[src/hdl/pba_pkg.sv]
// ----------------------------------------------------------------------------
// pba_pkg: shared types and constants of the pooled bump allocator
// Request and response payloads, status codes, register indexes, and the
// command and status bundles between the controller and the datapath.
// ----------------------------------------------------------------------------
package pba_pkg;

    localparam int unsigned POOL_COUNT_DEF = 16;
    localparam int unsigned CHUNK_BYTES    = 20 * 1024;

    localparam logic [31:0] CAP_RESET   = 32'h0010_0000;
    localparam logic [24:0] STEP_RESET  = 25'h010_0000;
    localparam logic [31:0] LIMIT_RESET = 32'h0000_0000;

    // register indexes
    localparam logic [1:0] CFG_INIT_CAP   = 2'd0;
    localparam logic [1:0] CFG_GROW_STEP  = 2'd1;
    localparam logic [1:0] CFG_SIZE_LIMIT = 2'd2;

    // request kinds
    localparam logic FUNC_POOL = 1'b0;
    localparam logic FUNC_RAW  = 1'b1;

    // status codes
    localparam logic [2:0] ST_OK        = 3'd0;
    localparam logic [2:0] ST_ZERO_SIZE = 3'd1;
    localparam logic [2:0] ST_NO_POOL   = 3'd2;
    localparam logic [2:0] ST_LIMIT     = 3'd3;
    localparam logic [2:0] ST_NO_GROW   = 3'd4;
    localparam logic [2:0] ST_TOO_LARGE = 3'd5;

    typedef struct packed {
        logic        func;
        logic [31:0] req_size;
        logic [15:0] alignment;
    } req_t;

    typedef struct packed {
        logic [31:0] result_value;
        logic [2:0]  status;
    } rsp_t;

    typedef struct packed {
        logic [14:0] item_size;
        logic [14:0] remaining;
        logic [31:0] next_offset;
    } pool_ent_t;

    typedef enum logic [4:0] {
        OP_NONE,
        OP_ACCEPT,
        OP_FAIL,
        OP_SCAN_START,
        OP_SCAN,
        OP_PICK,
        OP_READ,
        OP_LOAD_ENTRY,
        OP_RAW_REQ,
        OP_RAW_CHUNK,
        OP_BASE,
        OP_END,
        OP_COMMIT,
        OP_X,
        OP_CAP_X,
        OP_Y,
        OP_RAW_RESULT,
        OP_CHUNK_OFF,
        OP_CHUNK_REM,
        OP_ITEM,
        OP_ITEM_RES,
        OP_WRITE,
        OP_EMIT
    } op_t;

    typedef enum logic [2:0] {
        DIV_ALN,
        DIV_LIM,
        DIV_NEED,
        DIV_CHUNK,
        DIV_ITEM
    } div_sel_t;

    typedef struct packed {
        op_t        op;
        logic       div_start;
        div_sel_t   div_sel;
        logic [2:0] code;
    } ctl_t;

    typedef struct packed {
        logic is_raw;
        logic req_zero;
        logic req_big;
        logic div_busy;
        logic scan_last;
        logic hit_found;
        logic empty_found;
        logic rem_zero;
        logic aln_zero;
        logic end_ovf;
        logic end_fits;
        logic at_limit;
        logic step_zero;
        logic limit_on;
        logic x_lt_end;
        logic out_free;
    } stat_t;

    // saturate a 33-bit sum to 32 bits
    function automatic logic [31:0] sat32(input logic [32:0] v);
        return v[32] ? 32'hFFFF_FFFF : v[31:0];
    endfunction

endpackage

[src/hdl/pooled_bump_allocator_top.sv]
// ----------------------------------------------------------------------------
// pooled_bump_allocator_top: size-class pool allocator over a bump arena
//
//   channel | direction | handshake             | payload
//   --------+-----------+-----------------------+---------------------------
//   in      | in        | in_valid / in_stall   | req_t: func, size, align
//   out     | out       | out_valid / out_stall | rsp_t: value, status
//   cfg     | in        | cfg_we                | cfg_index, cfg_data
//
// One request at a time. Each division holds the sequencer on the shared
// radix-2 divider; a raw request makes up to three divisions (alignment,
// limit, growth). A pooled request adds a scan of the pool memory, one slot
// per cycle, the slot setup states (pick, read, load, entry), and up to two
// more divisions (chunk count, item index).
// Reset clears the pool valid bits at once; no clearing pass is needed.
// The next request is taken while a result waits in the output register.
// ----------------------------------------------------------------------------
module pooled_bump_allocator_top
    import pba_pkg::*;
#(
    parameter int unsigned POOL_COUNT = POOL_COUNT_DEF
)
(
    input  logic        clk,
    input  logic        rst_n,
    input  logic        in_valid,
    output logic        in_stall,
    input  req_t        in_data,
    output logic        out_valid,
    input  logic        out_stall,
    output rsp_t        out_data,
    input  logic        cfg_we,
    input  logic [1:0]  cfg_index,
    input  logic [31:0] cfg_data
);

    ctl_t  ctl;
    stat_t stat;

    pba_ctrl u_ctrl
    (
        .clk      (clk),
        .rst_n    (rst_n),
        .in_valid (in_valid),
        .in_stall (in_stall),
        .stat     (stat),
        .ctl      (ctl)
    );

    pba_dp #(
        .POOL_COUNT (POOL_COUNT)
    ) u_dp
    (
        .clk       (clk),
        .rst_n     (rst_n),
        .ctl       (ctl),
        .stat      (stat),
        .in_data   (in_data),
        .out_valid (out_valid),
        .out_stall (out_stall),
        .out_data  (out_data),
        .cfg_we    (cfg_we),
        .cfg_index (cfg_index),
        .cfg_data  (cfg_data)
    );

endmodule

[src/hdl/pba_div.sv]
// ----------------------------------------------------------------------------
// pba_div: radix-2 restoring divider
// 32-bit dividend by 25-bit divisor, one quotient bit per cycle.
// ----------------------------------------------------------------------------
module pba_div
(
    input  logic        clk,
    input  logic        rst_n,
    input  logic        start,
    input  logic [31:0] dividend,
    input  logic [24:0] divisor,
    output logic        busy,
    output logic [31:0] quotient,
    output logic [24:0] remainder
);

    logic        busy_reg;
    logic [4:0]  cnt_reg;
    logic [31:0] quo_reg;
    logic [24:0] rem_reg;
    logic [24:0] dvs_reg;

    logic [25:0] shifted;
    logic        ge;
    logic [25:0] diff;

    // one trial subtraction per cycle
    always_comb
    begin
        shifted = {rem_reg, quo_reg[31]};
        ge      = shifted >= {1'b0, dvs_reg};
        diff    = shifted - {1'b0, dvs_reg};
    end

    // iteration control
    always_ff @(posedge clk or negedge rst_n)
    begin
        if (!rst_n)
        begin
            busy_reg <= 1'b0;
            cnt_reg  <= '0;
        end
        else if (start)
        begin
            busy_reg <= 1'b1;
            cnt_reg  <= '0;
        end
        else if (busy_reg)
        begin
            cnt_reg <= cnt_reg + 5'd1;
            if (cnt_reg == 5'd31)
            begin
                busy_reg <= 1'b0;
            end
        end
    end

    // quotient and partial remainder
    always_ff @(posedge clk)
    begin
        if (start)
        begin
            quo_reg <= dividend;
            rem_reg <= '0;
            dvs_reg <= divisor;
        end
        else if (busy_reg)
        begin
            quo_reg <= {quo_reg[30:0], ge};
            rem_reg <= ge ? diff[24:0] : shifted[24:0];
        end
    end

    assign busy      = busy_reg;
    assign quotient  = quo_reg;
    assign remainder = rem_reg;

endmodule

[src/hdl/pba_dp.sv]
// ----------------------------------------------------------------------------
// pba_dp: allocator datapath
// Arena and register state, pool table memory with valid bits, the shared
// divider, operand selection, and the output register.
// ----------------------------------------------------------------------------
module pba_dp
    import pba_pkg::*;
#(
    parameter int unsigned POOL_COUNT = POOL_COUNT_DEF
)
(
    input  logic        clk,
    input  logic        rst_n,
    input  ctl_t        ctl,
    output stat_t       stat,
    input  req_t        in_data,
    output logic        out_valid,
    input  logic        out_stall,
    output rsp_t        out_data,
    input  logic        cfg_we,
    input  logic [1:0]  cfg_index,
    input  logic [31:0] cfg_data
);

    localparam int unsigned IDX_W = (POOL_COUNT > 1) ? $clog2(POOL_COUNT) : 1;
    localparam int unsigned PTR_W = $clog2(POOL_COUNT + 1);
    localparam logic [IDX_W-1:0] LAST_IDX  = IDX_W'(POOL_COUNT - 1);
    localparam logic [PTR_W-1:0] PTR_END   = PTR_W'(POOL_COUNT);
    localparam logic [31:0]      CHUNK32   = 32'(CHUNK_BYTES);

    // arena and registers
    logic [31:0] cap_reg, used_reg, limit_reg;
    logic [24:0] step_reg;

    // request and raw operands
    req_t        req_reg;
    logic [31:0] sz_reg;
    logic [15:0] al_reg;
    logic [32:0] base_reg;
    logic [33:0] end_reg;
    logic [32:0] tmp_reg;

    // pool table
    pool_ent_t              pool_mem [POOL_COUNT];
    pool_ent_t              pool_q_reg;
    logic                   q_vld_reg;
    logic [POOL_COUNT-1:0]  pool_vld_reg;
    logic [IDX_W-1:0]       rd_addr;
    pool_ent_t              q_ent;

    // scan state
    logic [PTR_W-1:0] ptr_reg;
    logic             q_scan_reg;
    logic [IDX_W-1:0] q_idx_reg;
    logic             hit_f_reg, emp_f_reg;
    logic [IDX_W-1:0] hit_idx_reg, emp_idx_reg;
    logic [IDX_W-1:0] sel_reg;
    logic             claim_reg;

    // working entry
    logic [14:0] w_size_reg, w_rem_reg;
    logic [31:0] w_off_reg;

    // result and output
    logic [31:0] res_value_reg;
    logic [2:0]  res_status_reg;
    rsp_t        out_reg;
    logic        out_vld_reg;

    // divider
    logic [31:0] div_dvd;
    logic [24:0] div_dvs;
    logic        div_busy;
    logic [31:0] div_q;
    logic [24:0] div_r;

    logic [24:0] pad;
    logic [32:0] base_calc, x_calc, y_calc;
    logic [33:0] end_calc;
    logic        out_free;

    pba_div u_div
    (
        .clk       (clk),
        .rst_n     (rst_n),
        .start     (ctl.div_start),
        .dividend  (div_dvd),
        .divisor   (div_dvs),
        .busy      (div_busy),
        .quotient  (div_q),
        .remainder (div_r)
    );

    // divider operand select
    always_comb
    begin
        case (ctl.div_sel)
            DIV_ALN:
            begin
                div_dvd = used_reg;
                div_dvs = {9'd0, al_reg};
            end
            DIV_LIM:
            begin
                div_dvd = limit_reg - cap_reg;
                div_dvs = step_reg;
            end
            DIV_NEED:
            begin
                div_dvd = end_reg[31:0] - cap_reg;
                div_dvs = step_reg;
            end
            DIV_CHUNK:
            begin
                div_dvd = CHUNK32;
                div_dvs = {10'd0, req_reg.req_size[14:0]};
            end
            default:
            begin
                div_dvd = w_off_reg;
                div_dvs = {10'd0, req_reg.req_size[14:0]};
            end
        endcase
    end

    // alignment, end and growth arithmetic
    always_comb
    begin
        pad       = (div_r == '0) ? '0 : step_reg - div_r;
        base_calc = (al_reg == '0) ? {1'b0, used_reg}
                  : {1'b0, used_reg} + {17'd0, al_reg} - {17'd0, div_r[15:0]};
        end_calc  = {1'b0, base_reg} + {2'b0, sz_reg};
        x_calc    = {1'b0, limit_reg} + {8'd0, pad};
        y_calc    = end_reg[32:0] + {8'd0, pad};
    end

    // pool read: entries never written read as unused
    assign rd_addr = (ctl.op == OP_SCAN) ? ptr_reg[IDX_W-1:0] : sel_reg;

    always_comb
    begin
        q_ent             = pool_q_reg;
        q_ent.item_size   = q_vld_reg ? pool_q_reg.item_size : '0;
        q_ent.remaining   = q_vld_reg ? pool_q_reg.remaining : '0;
    end

    always_ff @(posedge clk)
    begin
        if (ctl.op == OP_WRITE)
        begin
            pool_mem[sel_reg] <= '{item_size: w_size_reg, remaining: w_rem_reg,
                                   next_offset: w_off_reg};
        end
        pool_q_reg <= pool_mem[rd_addr];
        q_vld_reg  <= pool_vld_reg[rd_addr];
    end

    assign out_free = !out_vld_reg || !out_stall;

    // control state, arena and registers
    always_ff @(posedge clk or negedge rst_n)
    begin
        if (!rst_n)
        begin
            cap_reg      <= CAP_RESET;
            step_reg     <= STEP_RESET;
            limit_reg    <= LIMIT_RESET;
            used_reg     <= '0;
            pool_vld_reg <= '0;
            ptr_reg      <= '0;
            q_scan_reg   <= 1'b0;
            hit_f_reg    <= 1'b0;
            emp_f_reg    <= 1'b0;
            out_vld_reg  <= 1'b0;
        end
        else
        begin
            // output register
            if (ctl.op == OP_EMIT)
            begin
                out_vld_reg <= 1'b1;
            end
            else if (!out_stall)
            begin
                out_vld_reg <= 1'b0;
            end

            // scan pipeline
            q_scan_reg <= 1'b0;
            if (ctl.op == OP_SCAN_START)
            begin
                ptr_reg   <= '0;
                hit_f_reg <= 1'b0;
                emp_f_reg <= 1'b0;
            end
            else if (ctl.op == OP_SCAN && ptr_reg < PTR_END)
            begin
                ptr_reg    <= ptr_reg + 1'b1;
                q_scan_reg <= 1'b1;
            end
            if (q_scan_reg)
            begin
                if (!hit_f_reg && q_ent.item_size == req_reg.req_size[14:0])
                begin
                    hit_f_reg <= 1'b1;
                end
                if (q_ent.item_size == '0)
                begin
                    emp_f_reg <= 1'b1;
                end
            end

            if (ctl.op == OP_WRITE)
            begin
                pool_vld_reg[sel_reg] <= 1'b1;
            end

            // arena updates
            case (ctl.op)
                OP_COMMIT: used_reg <= end_reg[31:0];
                OP_CAP_X:  cap_reg  <= sat32(tmp_reg);
                OP_Y:      cap_reg  <= sat32(y_calc);
                default:   ;
            endcase

            // configuration writes must arrive only while idle; the block does not enforce it
            if (cfg_we)
            begin
                unique case (cfg_index)
                    CFG_INIT_CAP:   cap_reg   <= cfg_data;
                    CFG_GROW_STEP:  step_reg  <= cfg_data[24:0];
                    CFG_SIZE_LIMIT: limit_reg <= cfg_data;
                    default:        ;
                endcase
            end
        end
    end

    // payload registers
    always_ff @(posedge clk)
    begin
        if (ctl.op == OP_SCAN)
        begin
            q_idx_reg <= ptr_reg[IDX_W-1:0];
        end
        if (q_scan_reg)
        begin
            if (!hit_f_reg && q_ent.item_size == req_reg.req_size[14:0])
            begin
                hit_idx_reg <= q_idx_reg;
            end
            if (q_ent.item_size == '0)
            begin
                emp_idx_reg <= q_idx_reg;
            end
        end

        case (ctl.op)
            OP_ACCEPT:
            begin
                req_reg        <= in_data;
                res_value_reg  <= '0;
                res_status_reg <= ST_OK;
            end
            OP_FAIL:
            begin
                res_value_reg  <= '0;
                res_status_reg <= ctl.code;
            end
            OP_PICK:
            begin
                sel_reg   <= hit_f_reg ? hit_idx_reg : emp_idx_reg;
                claim_reg <= !hit_f_reg;
            end
            OP_LOAD_ENTRY:
            begin
                w_size_reg <= claim_reg ? req_reg.req_size[14:0] : q_ent.item_size;
                w_rem_reg  <= claim_reg ? 15'd0 : q_ent.remaining;
                w_off_reg  <= q_ent.next_offset;
            end
            OP_RAW_REQ:
            begin
                sz_reg <= req_reg.req_size;
                al_reg <= req_reg.alignment;
            end
            OP_RAW_CHUNK:
            begin
                sz_reg <= CHUNK32;
                al_reg <= req_reg.req_size[15:0];
            end
            OP_BASE: base_reg <= base_calc;
            OP_END:  end_reg  <= end_calc;
            OP_X:    tmp_reg  <= x_calc;
            OP_CAP_X:
            begin
                res_value_reg  <= '0;
                res_status_reg <= ST_LIMIT;
            end
            OP_RAW_RESULT: res_value_reg <= base_reg[31:0];
            OP_CHUNK_OFF:  w_off_reg     <= base_reg[31:0];
            OP_CHUNK_REM:  w_rem_reg     <= div_q[14:0];
            OP_ITEM:
            begin
                w_rem_reg <= w_rem_reg - 15'd1;
                w_off_reg <= w_off_reg + req_reg.req_size;
            end
            OP_ITEM_RES: res_value_reg <= div_q;
            OP_EMIT:
            begin
                out_reg.result_value <= res_value_reg;
                out_reg.status       <= res_status_reg;
            end
            default: ;
        endcase
    end

    // status to the controller
    always_comb
    begin
        stat.is_raw      = req_reg.func == FUNC_RAW;
        stat.req_zero    = req_reg.req_size == '0;
        stat.req_big     = req_reg.req_size > CHUNK32;
        stat.div_busy    = div_busy;
        stat.scan_last   = q_scan_reg && (q_idx_reg == LAST_IDX);
        stat.hit_found   = hit_f_reg;
        stat.empty_found = emp_f_reg;
        stat.rem_zero    = w_rem_reg == '0;
        stat.aln_zero    = al_reg == '0;
        stat.end_ovf     = end_reg[33:32] != 2'b00;
        stat.end_fits    = end_reg[31:0] <= cap_reg;
        stat.at_limit    = (limit_reg != '0) && (cap_reg >= limit_reg);
        stat.step_zero   = step_reg == '0;
        stat.limit_on    = limit_reg != '0;
        stat.x_lt_end    = tmp_reg < end_reg[32:0];
        stat.out_free    = out_free;
    end

    assign out_valid = out_vld_reg;
    assign out_data  = out_reg;

`ifndef SYNTH
    a_emit_free: assert property (@(posedge clk) disable iff (!rst_n)
        ctl.op == OP_EMIT |-> out_free)
        else $error("result loaded while output register is held");
    a_fail_zero: assert property (@(posedge clk) disable iff (!rst_n)
        out_vld_reg && out_reg.status != ST_OK |-> out_reg.result_value == '0)
        else $error("failed request carries a nonzero value");
    a_div_idle: assert property (@(posedge clk) disable iff (!rst_n)
        ctl.div_start |-> !div_busy)
        else $error("divider started while busy");
    a_div_runs: assert property (@(posedge clk) disable iff (!rst_n)
        ctl.div_start |=> div_busy)
        else $error("divider did not start");
`endif

endmodule

[src/hdl/pba_ctrl.sv]
// ----------------------------------------------------------------------------
// pba_ctrl: allocator sequencer
// Steps one request through classification, pool scan, aligned bump,
// growth check and item carving, issuing one datapath command per cycle.
// ----------------------------------------------------------------------------
module pba_ctrl
    import pba_pkg::*;
(
    input  logic  clk,
    input  logic  rst_n,
    input  logic  in_valid,
    output logic  in_stall,
    input  stat_t stat,
    output ctl_t  ctl
);

    typedef enum logic [4:0] {
        S_IDLE,
        S_CHECK,
        S_SCAN,
        S_PICK,
        S_READ,
        S_LOAD,
        S_ENTRY,
        S_ALN,
        S_ALN_WAIT,
        S_BASE,
        S_END,
        S_CHK,
        S_CHK2,
        S_LIM_WAIT,
        S_X,
        S_XCHK,
        S_NEED_WAIT,
        S_Y,
        S_OK,
        S_CH_WAIT,
        S_CH_REM,
        S_ITEM,
        S_IT_WAIT,
        S_IT_RES,
        S_WB,
        S_FINISH
    } state_t;

    state_t state_reg, state_next;
    logic   stall_reg;
    state_t fail_to;

    // a failed pool request still writes back a claimed slot
    assign fail_to = stat.is_raw ? S_FINISH : S_WB;

    // next state and command
    always_comb
    begin
        state_next    = state_reg;
        ctl.op        = OP_NONE;
        ctl.div_start = 1'b0;
        ctl.div_sel   = DIV_ALN;
        ctl.code      = ST_OK;
        unique case (state_reg)
            S_IDLE:
            begin
                if (in_valid)
                begin
                    ctl.op     = OP_ACCEPT;
                    state_next = S_CHECK;
                end
            end
            S_CHECK:
            begin
                if (stat.is_raw)
                begin
                    ctl.op     = OP_RAW_REQ;
                    state_next = S_ALN;
                end
                else if (stat.req_zero)
                begin
                    ctl.op     = OP_FAIL;
                    ctl.code   = ST_ZERO_SIZE;
                    state_next = S_FINISH;
                end
                else if (stat.req_big)
                begin
                    ctl.op     = OP_FAIL;
                    ctl.code   = ST_TOO_LARGE;
                    state_next = S_FINISH;
                end
                else
                begin
                    ctl.op     = OP_SCAN_START;
                    state_next = S_SCAN;
                end
            end
            S_SCAN:
            begin
                ctl.op = OP_SCAN;
                if (stat.scan_last)
                begin
                    state_next = S_PICK;
                end
            end
            S_PICK:
            begin
                if (stat.hit_found || stat.empty_found)
                begin
                    ctl.op     = OP_PICK;
                    state_next = S_READ;
                end
                else
                begin
                    ctl.op     = OP_FAIL;
                    ctl.code   = ST_NO_POOL;
                    state_next = S_FINISH;
                end
            end
            S_READ:
            begin
                ctl.op     = OP_READ;
                state_next = S_LOAD;
            end
            S_LOAD:
            begin
                ctl.op     = OP_LOAD_ENTRY;
                state_next = S_ENTRY;
            end
            S_ENTRY:
            begin
                if (stat.rem_zero)
                begin
                    ctl.op     = OP_RAW_CHUNK;
                    state_next = S_ALN;
                end
                else
                begin
                    state_next = S_ITEM;
                end
            end
            // aligned bump
            S_ALN:
            begin
                if (stat.aln_zero)
                begin
                    state_next = S_BASE;
                end
                else
                begin
                    ctl.div_start = 1'b1;
                    ctl.div_sel   = DIV_ALN;
                    state_next    = S_ALN_WAIT;
                end
            end
            S_ALN_WAIT:
            begin
                if (!stat.div_busy)
                begin
                    state_next = S_BASE;
                end
            end
            S_BASE:
            begin
                ctl.op     = OP_BASE;
                state_next = S_END;
            end
            S_END:
            begin
                ctl.op     = OP_END;
                state_next = S_CHK;
            end
            S_CHK:
            begin
                if (stat.end_ovf)
                begin
                    ctl.op     = OP_FAIL;
                    ctl.code   = ST_LIMIT;
                    state_next = fail_to;
                end
                else
                begin
                    ctl.op     = OP_COMMIT;
                    state_next = S_CHK2;
                end
            end
            // growth
            S_CHK2:
            begin
                if (stat.end_fits)
                begin
                    state_next = S_OK;
                end
                else if (stat.at_limit)
                begin
                    ctl.op     = OP_FAIL;
                    ctl.code   = ST_LIMIT;
                    state_next = fail_to;
                end
                else if (stat.step_zero)
                begin
                    ctl.op     = OP_FAIL;
                    ctl.code   = ST_NO_GROW;
                    state_next = fail_to;
                end
                else if (stat.limit_on)
                begin
                    ctl.div_start = 1'b1;
                    ctl.div_sel   = DIV_LIM;
                    state_next    = S_LIM_WAIT;
                end
                else
                begin
                    ctl.div_start = 1'b1;
                    ctl.div_sel   = DIV_NEED;
                    state_next    = S_NEED_WAIT;
                end
            end
            S_LIM_WAIT:
            begin
                if (!stat.div_busy)
                begin
                    state_next = S_X;
                end
            end
            S_X:
            begin
                ctl.op     = OP_X;
                state_next = S_XCHK;
            end
            S_XCHK:
            begin
                if (stat.x_lt_end)
                begin
                    ctl.op     = OP_CAP_X;
                    state_next = fail_to;
                end
                else
                begin
                    ctl.div_start = 1'b1;
                    ctl.div_sel   = DIV_NEED;
                    state_next    = S_NEED_WAIT;
                end
            end
            S_NEED_WAIT:
            begin
                if (!stat.div_busy)
                begin
                    state_next = S_Y;
                end
            end
            S_Y:
            begin
                ctl.op     = OP_Y;
                state_next = S_OK;
            end
            S_OK:
            begin
                if (stat.is_raw)
                begin
                    ctl.op     = OP_RAW_RESULT;
                    state_next = S_FINISH;
                end
                else
                begin
                    ctl.op        = OP_CHUNK_OFF;
                    ctl.div_start = 1'b1;
                    ctl.div_sel   = DIV_CHUNK;
                    state_next    = S_CH_WAIT;
                end
            end
            // chunk carve and item hand-out
            S_CH_WAIT:
            begin
                if (!stat.div_busy)
                begin
                    state_next = S_CH_REM;
                end
            end
            S_CH_REM:
            begin
                ctl.op     = OP_CHUNK_REM;
                state_next = S_ITEM;
            end
            S_ITEM:
            begin
                ctl.op        = OP_ITEM;
                ctl.div_start = 1'b1;
                ctl.div_sel   = DIV_ITEM;
                state_next    = S_IT_WAIT;
            end
            S_IT_WAIT:
            begin
                if (!stat.div_busy)
                begin
                    state_next = S_IT_RES;
                end
            end
            S_IT_RES:
            begin
                ctl.op     = OP_ITEM_RES;
                state_next = S_WB;
            end
            S_WB:
            begin
                ctl.op     = OP_WRITE;
                state_next = S_FINISH;
            end
            S_FINISH:
            begin
                if (stat.out_free)
                begin
                    ctl.op     = OP_EMIT;
                    state_next = S_IDLE;
                end
            end
            default:
            begin
                state_next = S_IDLE;
            end
        endcase
    end

    // state and registered stall
    always_ff @(posedge clk or negedge rst_n)
    begin
        if (!rst_n)
        begin
            state_reg <= S_IDLE;
            stall_reg <= 1'b0;
        end
        else
        begin
            state_reg <= state_next;
            stall_reg <= state_next != S_IDLE;
        end
    end

    assign in_stall = stall_reg;

endmodule
[config.mk]
export PLATFORM = sky130hd
export DESIGN_NAME = pooled_bump_allocator_top
export DESIGN_NICKNAME = d
export VERILOG_FILES = /design/src/hdl/pba_pkg.sv /design/src/hdl/pooled_bump_allocator_top.sv /design/src/hdl/pba_div.sv /design/src/hdl/pba_dp.sv /design/src/hdl/pba_ctrl.sv
export SDC_FILE = /design/constraint.sdc
export NUM_CORES = 2
export LEC_CHECK = 0
export BUFFER_PORTS_ARGS = -buffer_cell sky130_fd_sc_hd__buf_2
export CORE_MARGIN = 1
export CORE_UTILIZATION = 45
export DETAILED_ROUTE_END_ITERATION = 7
export HOLD_SLACK_MARGIN = 0.12
export PLACE_DENSITY = 0.61
export SETUP_SLACK_MARGIN = 0.5
export SKIP_CTS_REPAIR_TIMING = 1
export SLEW_MARGIN = 20
export SYNTH_ARGS = -nofsm -noshare
export SYNTH_HDL_FRONTEND = slang
export SYNTH_HIERARCHICAL = 1
export SYNTH_SLANG_ARGS = --single-unit
[constraint.sdc]
create_clock -name clk -period 24.2 [get_ports clk]
set_input_delay 2.42 -clock clk [delete_from_list [all_inputs] [get_ports clk]]
set_output_delay 2.42 -clock clk [all_outputs]
set_load 0.02 [all_outputs]
==> summary.txt <==
Outcome
  – Status: complete, no violations

CTS
  – CTS sink count: 1641
  – Root Driver: clkbuf_16
  – Clk_lat worst skew: 0.86 ns
  – CTS Buf Count: 171
  – CTS tree: built
  – Reg clk slew, reported paths: 0.06 ns
  – Number of H-tree levels: 4
  – Deepest clock path buffer count: 3

Floorplan
  – Die outline area: 0.178 mm²
  – Starting Density: 0.455
  – Core ar.: 0.175 mm²
  – Die H: 422 µm
  – IO Pins: 125
  – Num rows: 153
  – Die width: 422 µm

STA
  – Tmin final: 9.55 ns
  – Max Clk Rate: 0.105 GHz
  – Final Skew: 0.0833 ns
  – Max Transition Viols Final: 0
  – Fin Setup TNS: 0 ns
  – Final period util: 0.395
  – Final hold violations: 0
  – Worst slew margin: 0.187
  – Slew @ Worst Pin: 1.21 ns
  – Hold Slack: 0.417 ns
  – # setup viols final: 0
  – Unrepaired setup endpoints after global routing: false

Synthesis
  – Register area share after synthesis: 0.599
  – Yosys warns: 6
  – Synth cell types: 109
  – Top cells by count, synth: 1395 x edfxtp_1, 458 x nand2_1, 303 x nor2_1, 295 x ha_1, 291 x inv_1
  – Top-area cell type share of the netlist area: 0.527
  – Mapped Nets: 6325
  – Synth Register Bits: 1641
  – Post-synth top area cell: edfxtp_1
  – Synth top area cells: edfxtp_1 53%, mux4_2 7.1%, dfrtp_1 4.9%, ha_1 4.6%, dfxtp_1 2.2%
  – Mapped Avg Cell Area: 13.4 µm²
  – Post-synth EDFFs: 1395
  – Share of flip-flops with an asynchronous set or reset: 0.0963
  – Cells after Synth: 5918
  – Cell Area, Synth: 0.0795 mm²
  – Main synth FF type: edfxtp_1
  – Most common cell in the synthesized netlist: edfxtp_1

Detailed routing
  – Met1 WL: 96.3 mm
  – Metal3 WL: 14.7 mm
  – Antenna-violating nets left: 0
  – DR pass1 iterations: 5
  – Initial detailed-routing violation count: 5064
  – Drt total wl: 230 mm
  – Vias per inst: 6.02
  – Drt drc: 0
  – Routed length per placed instance: 26.9 µm
  – Via count: 51300
  – DR WL met2: 108 mm
  – Highest metal used: met4

Setup path
  – RR Endpoint: u_dp/pool_q_reg[42]
  – Worst R2R Path Depth: 29
  – Critical R2R Launch: u_dp/limit_reg[0]
  – Max incr delay on CP: 0.75 ns
  – Crit path launch: u_dp/limit_reg[0]
  – Data required, critical path: 24.87 ns
  – Crit path capture type: flip-flop
  – Reg-to-reg slack, setup: 14.65 ns
  – Kind of critical path: reg -> reg
  – Slowest cell on the critical path: buf_4
  – Critical path's most frequent cell: buf_4
  – CP arrival: 10.22 ns
  – Critical Path End: u_dp/pool_q_reg[42]
  – Worst-path maximum fanout: 95
  – Startpoint types: flip-flop

Layout
  – Cell Count, Final, Fillers Out: 8529
  – Final Util: 0.509
  – Layout Nets: 6462
  – Share of layout cells above drive strength 1: 0.155
  – Inserted Diodes: 0
  – Max reg flops: 992
  – Area growth from synthesis to layout: 11.9%

Pwr
  – Net switching power figure: 4.95 mW
  – Cell internal pwr: 7.70 mW
  – Leakage: 32.5 nW
  – Tot Pwr: 12.7 mW
  – Flop pwr share: 0.340
  – Switching share of total power: 0.391
  – VDD IR max: 0.167 mV
  – Pwr/cell area: 142 mW/mm²
  – Logic pwr share: 0.442
  – Clock network power share: 0.218

Global route
  – Initial antenna violation count: 6
  – First-pass GRT wire length: 336 mm
  – Total gr overflow: 0
  – Number of global-route vias before repair: 50700
  – GR Util All Layers: 0.255
  – Largest net degree at the start of global routing: 135

Place
  – Routability cong.: 0.951
  – Dpl cells: 8206
  – Detailed placer's ending HPWL: 152 mm
  – Port Buffers: 124

Job
  – # Max-Cap Violations: 0

Hold path
  – Worst Hold Class: reg -> reg
  – Hold path startpoint: u_dp/res_value_reg[17]
  – Worst hold stages: 0
## metrics by stage
step,cell area [µm²],setup slack [ns]
6_report,88900,14.65
2_1_floorplan,79500,15.11
3_3_place_gp,82900,14.44
4_1_cts,88900,14.24
3_5_place_dp,82900,14.26
5_1_grt,88900,13.96
## worst min-delay path by stage
stage                              to
detailed placement  u_dp/out_data[20]
floorplan            u_dp/out_data[0]
finish              u_dp/out_data[20]
CTS                 u_dp/out_data[20]
global placement    u_dp/out_data[10]
global route         u_dp/out_data[8]
## metal layers
| layer | GRT usage | vias up |
|---|---|---|
| met2 | 0.408 | 1884 |
| met3 | 0.0353 | 384 |
| met5 | 0 | - |
| met4 | 0.113 | 0 |
| met1 | 0.348 | 26100 |
| li1 | - | 22900 |
## layout make-up
class,instances,area (µm²)
Sequential cell,1641,47600
Timing Repair Buffer,229,1470
Inverter,294,1100
Clock buffer,245,4810
Clock inverter,77,1150
Multi-Input combinational cell,3718,29900
Tap cell,2325,2910
Fill cell,14800,85700
## power groups by stage
stage,clock [mW],combinational [mW],sequential [mW]
detailed placement,0,5.51,4.34
global placement,0,5.47,4.33
CTS,2.81,5.55,4.29
floorplan,0,4.22,4.05
finish,2.76,5.59,4.30
global route,2.91,6.11,4.34
## cells by family (layout without fill, tap and decap cells)
logic type      after synthesis  after routing  share of synthesized area
flops                      1641           1641                      0.599
fa+ha+maj                   319            319                     0.0525
mux                         427            427                     0.0953
simple gates               1386           1386                     0.0845
compound gates             1332           1332                      0.112
buf+inv                     559            845                     0.0286
xor+xnor                    254            254                     0.0282
## critical path, delay by kind of cell (launching register included)
kind	cells	cell delay, ns
buffers and inverters	7	2.79
AOI/OAI and AO/OA	11	2.99
and+or+nand+nor	7	1.40
muxes	2	0.88
adders and majority gates	2	0.54
DFF	1	0.41
## cell usage in the layout, fill, tap and decap left out, types with 24 or more instances in the layout
cell,instances
nand4_1,45
a21o_1,161
dfrtp_1,156
xnor2_1,164
fa_1,24
a211oi_1,88
o211ai_1,31
clkbuf_1,52
buf_4,101
inv_1,291
xor2_1,88
nand2_1,455
ha_1,295
or2_2,25
nor2_1,286
buf_2,123
clkinv_2,27
or3_1,24
nor3_1,56
nand2b_1,42
o21a_1,38
and3_1,54
o21bai_1,38
mux2i_1,60
o21ai_0,280
edfxtp_1,1395
nand3_1,87
a22o_1,62
dfxtp_1,88
mux4_2,252
mux2_2,110
a22oi_1,36
nor2b_1,46
clkbuf_16,174
and2_1,120
a21oi_1,278
nor4_1,45
a31oi_1,110
No activity file was read; power rests on OpenSTA's default activity.
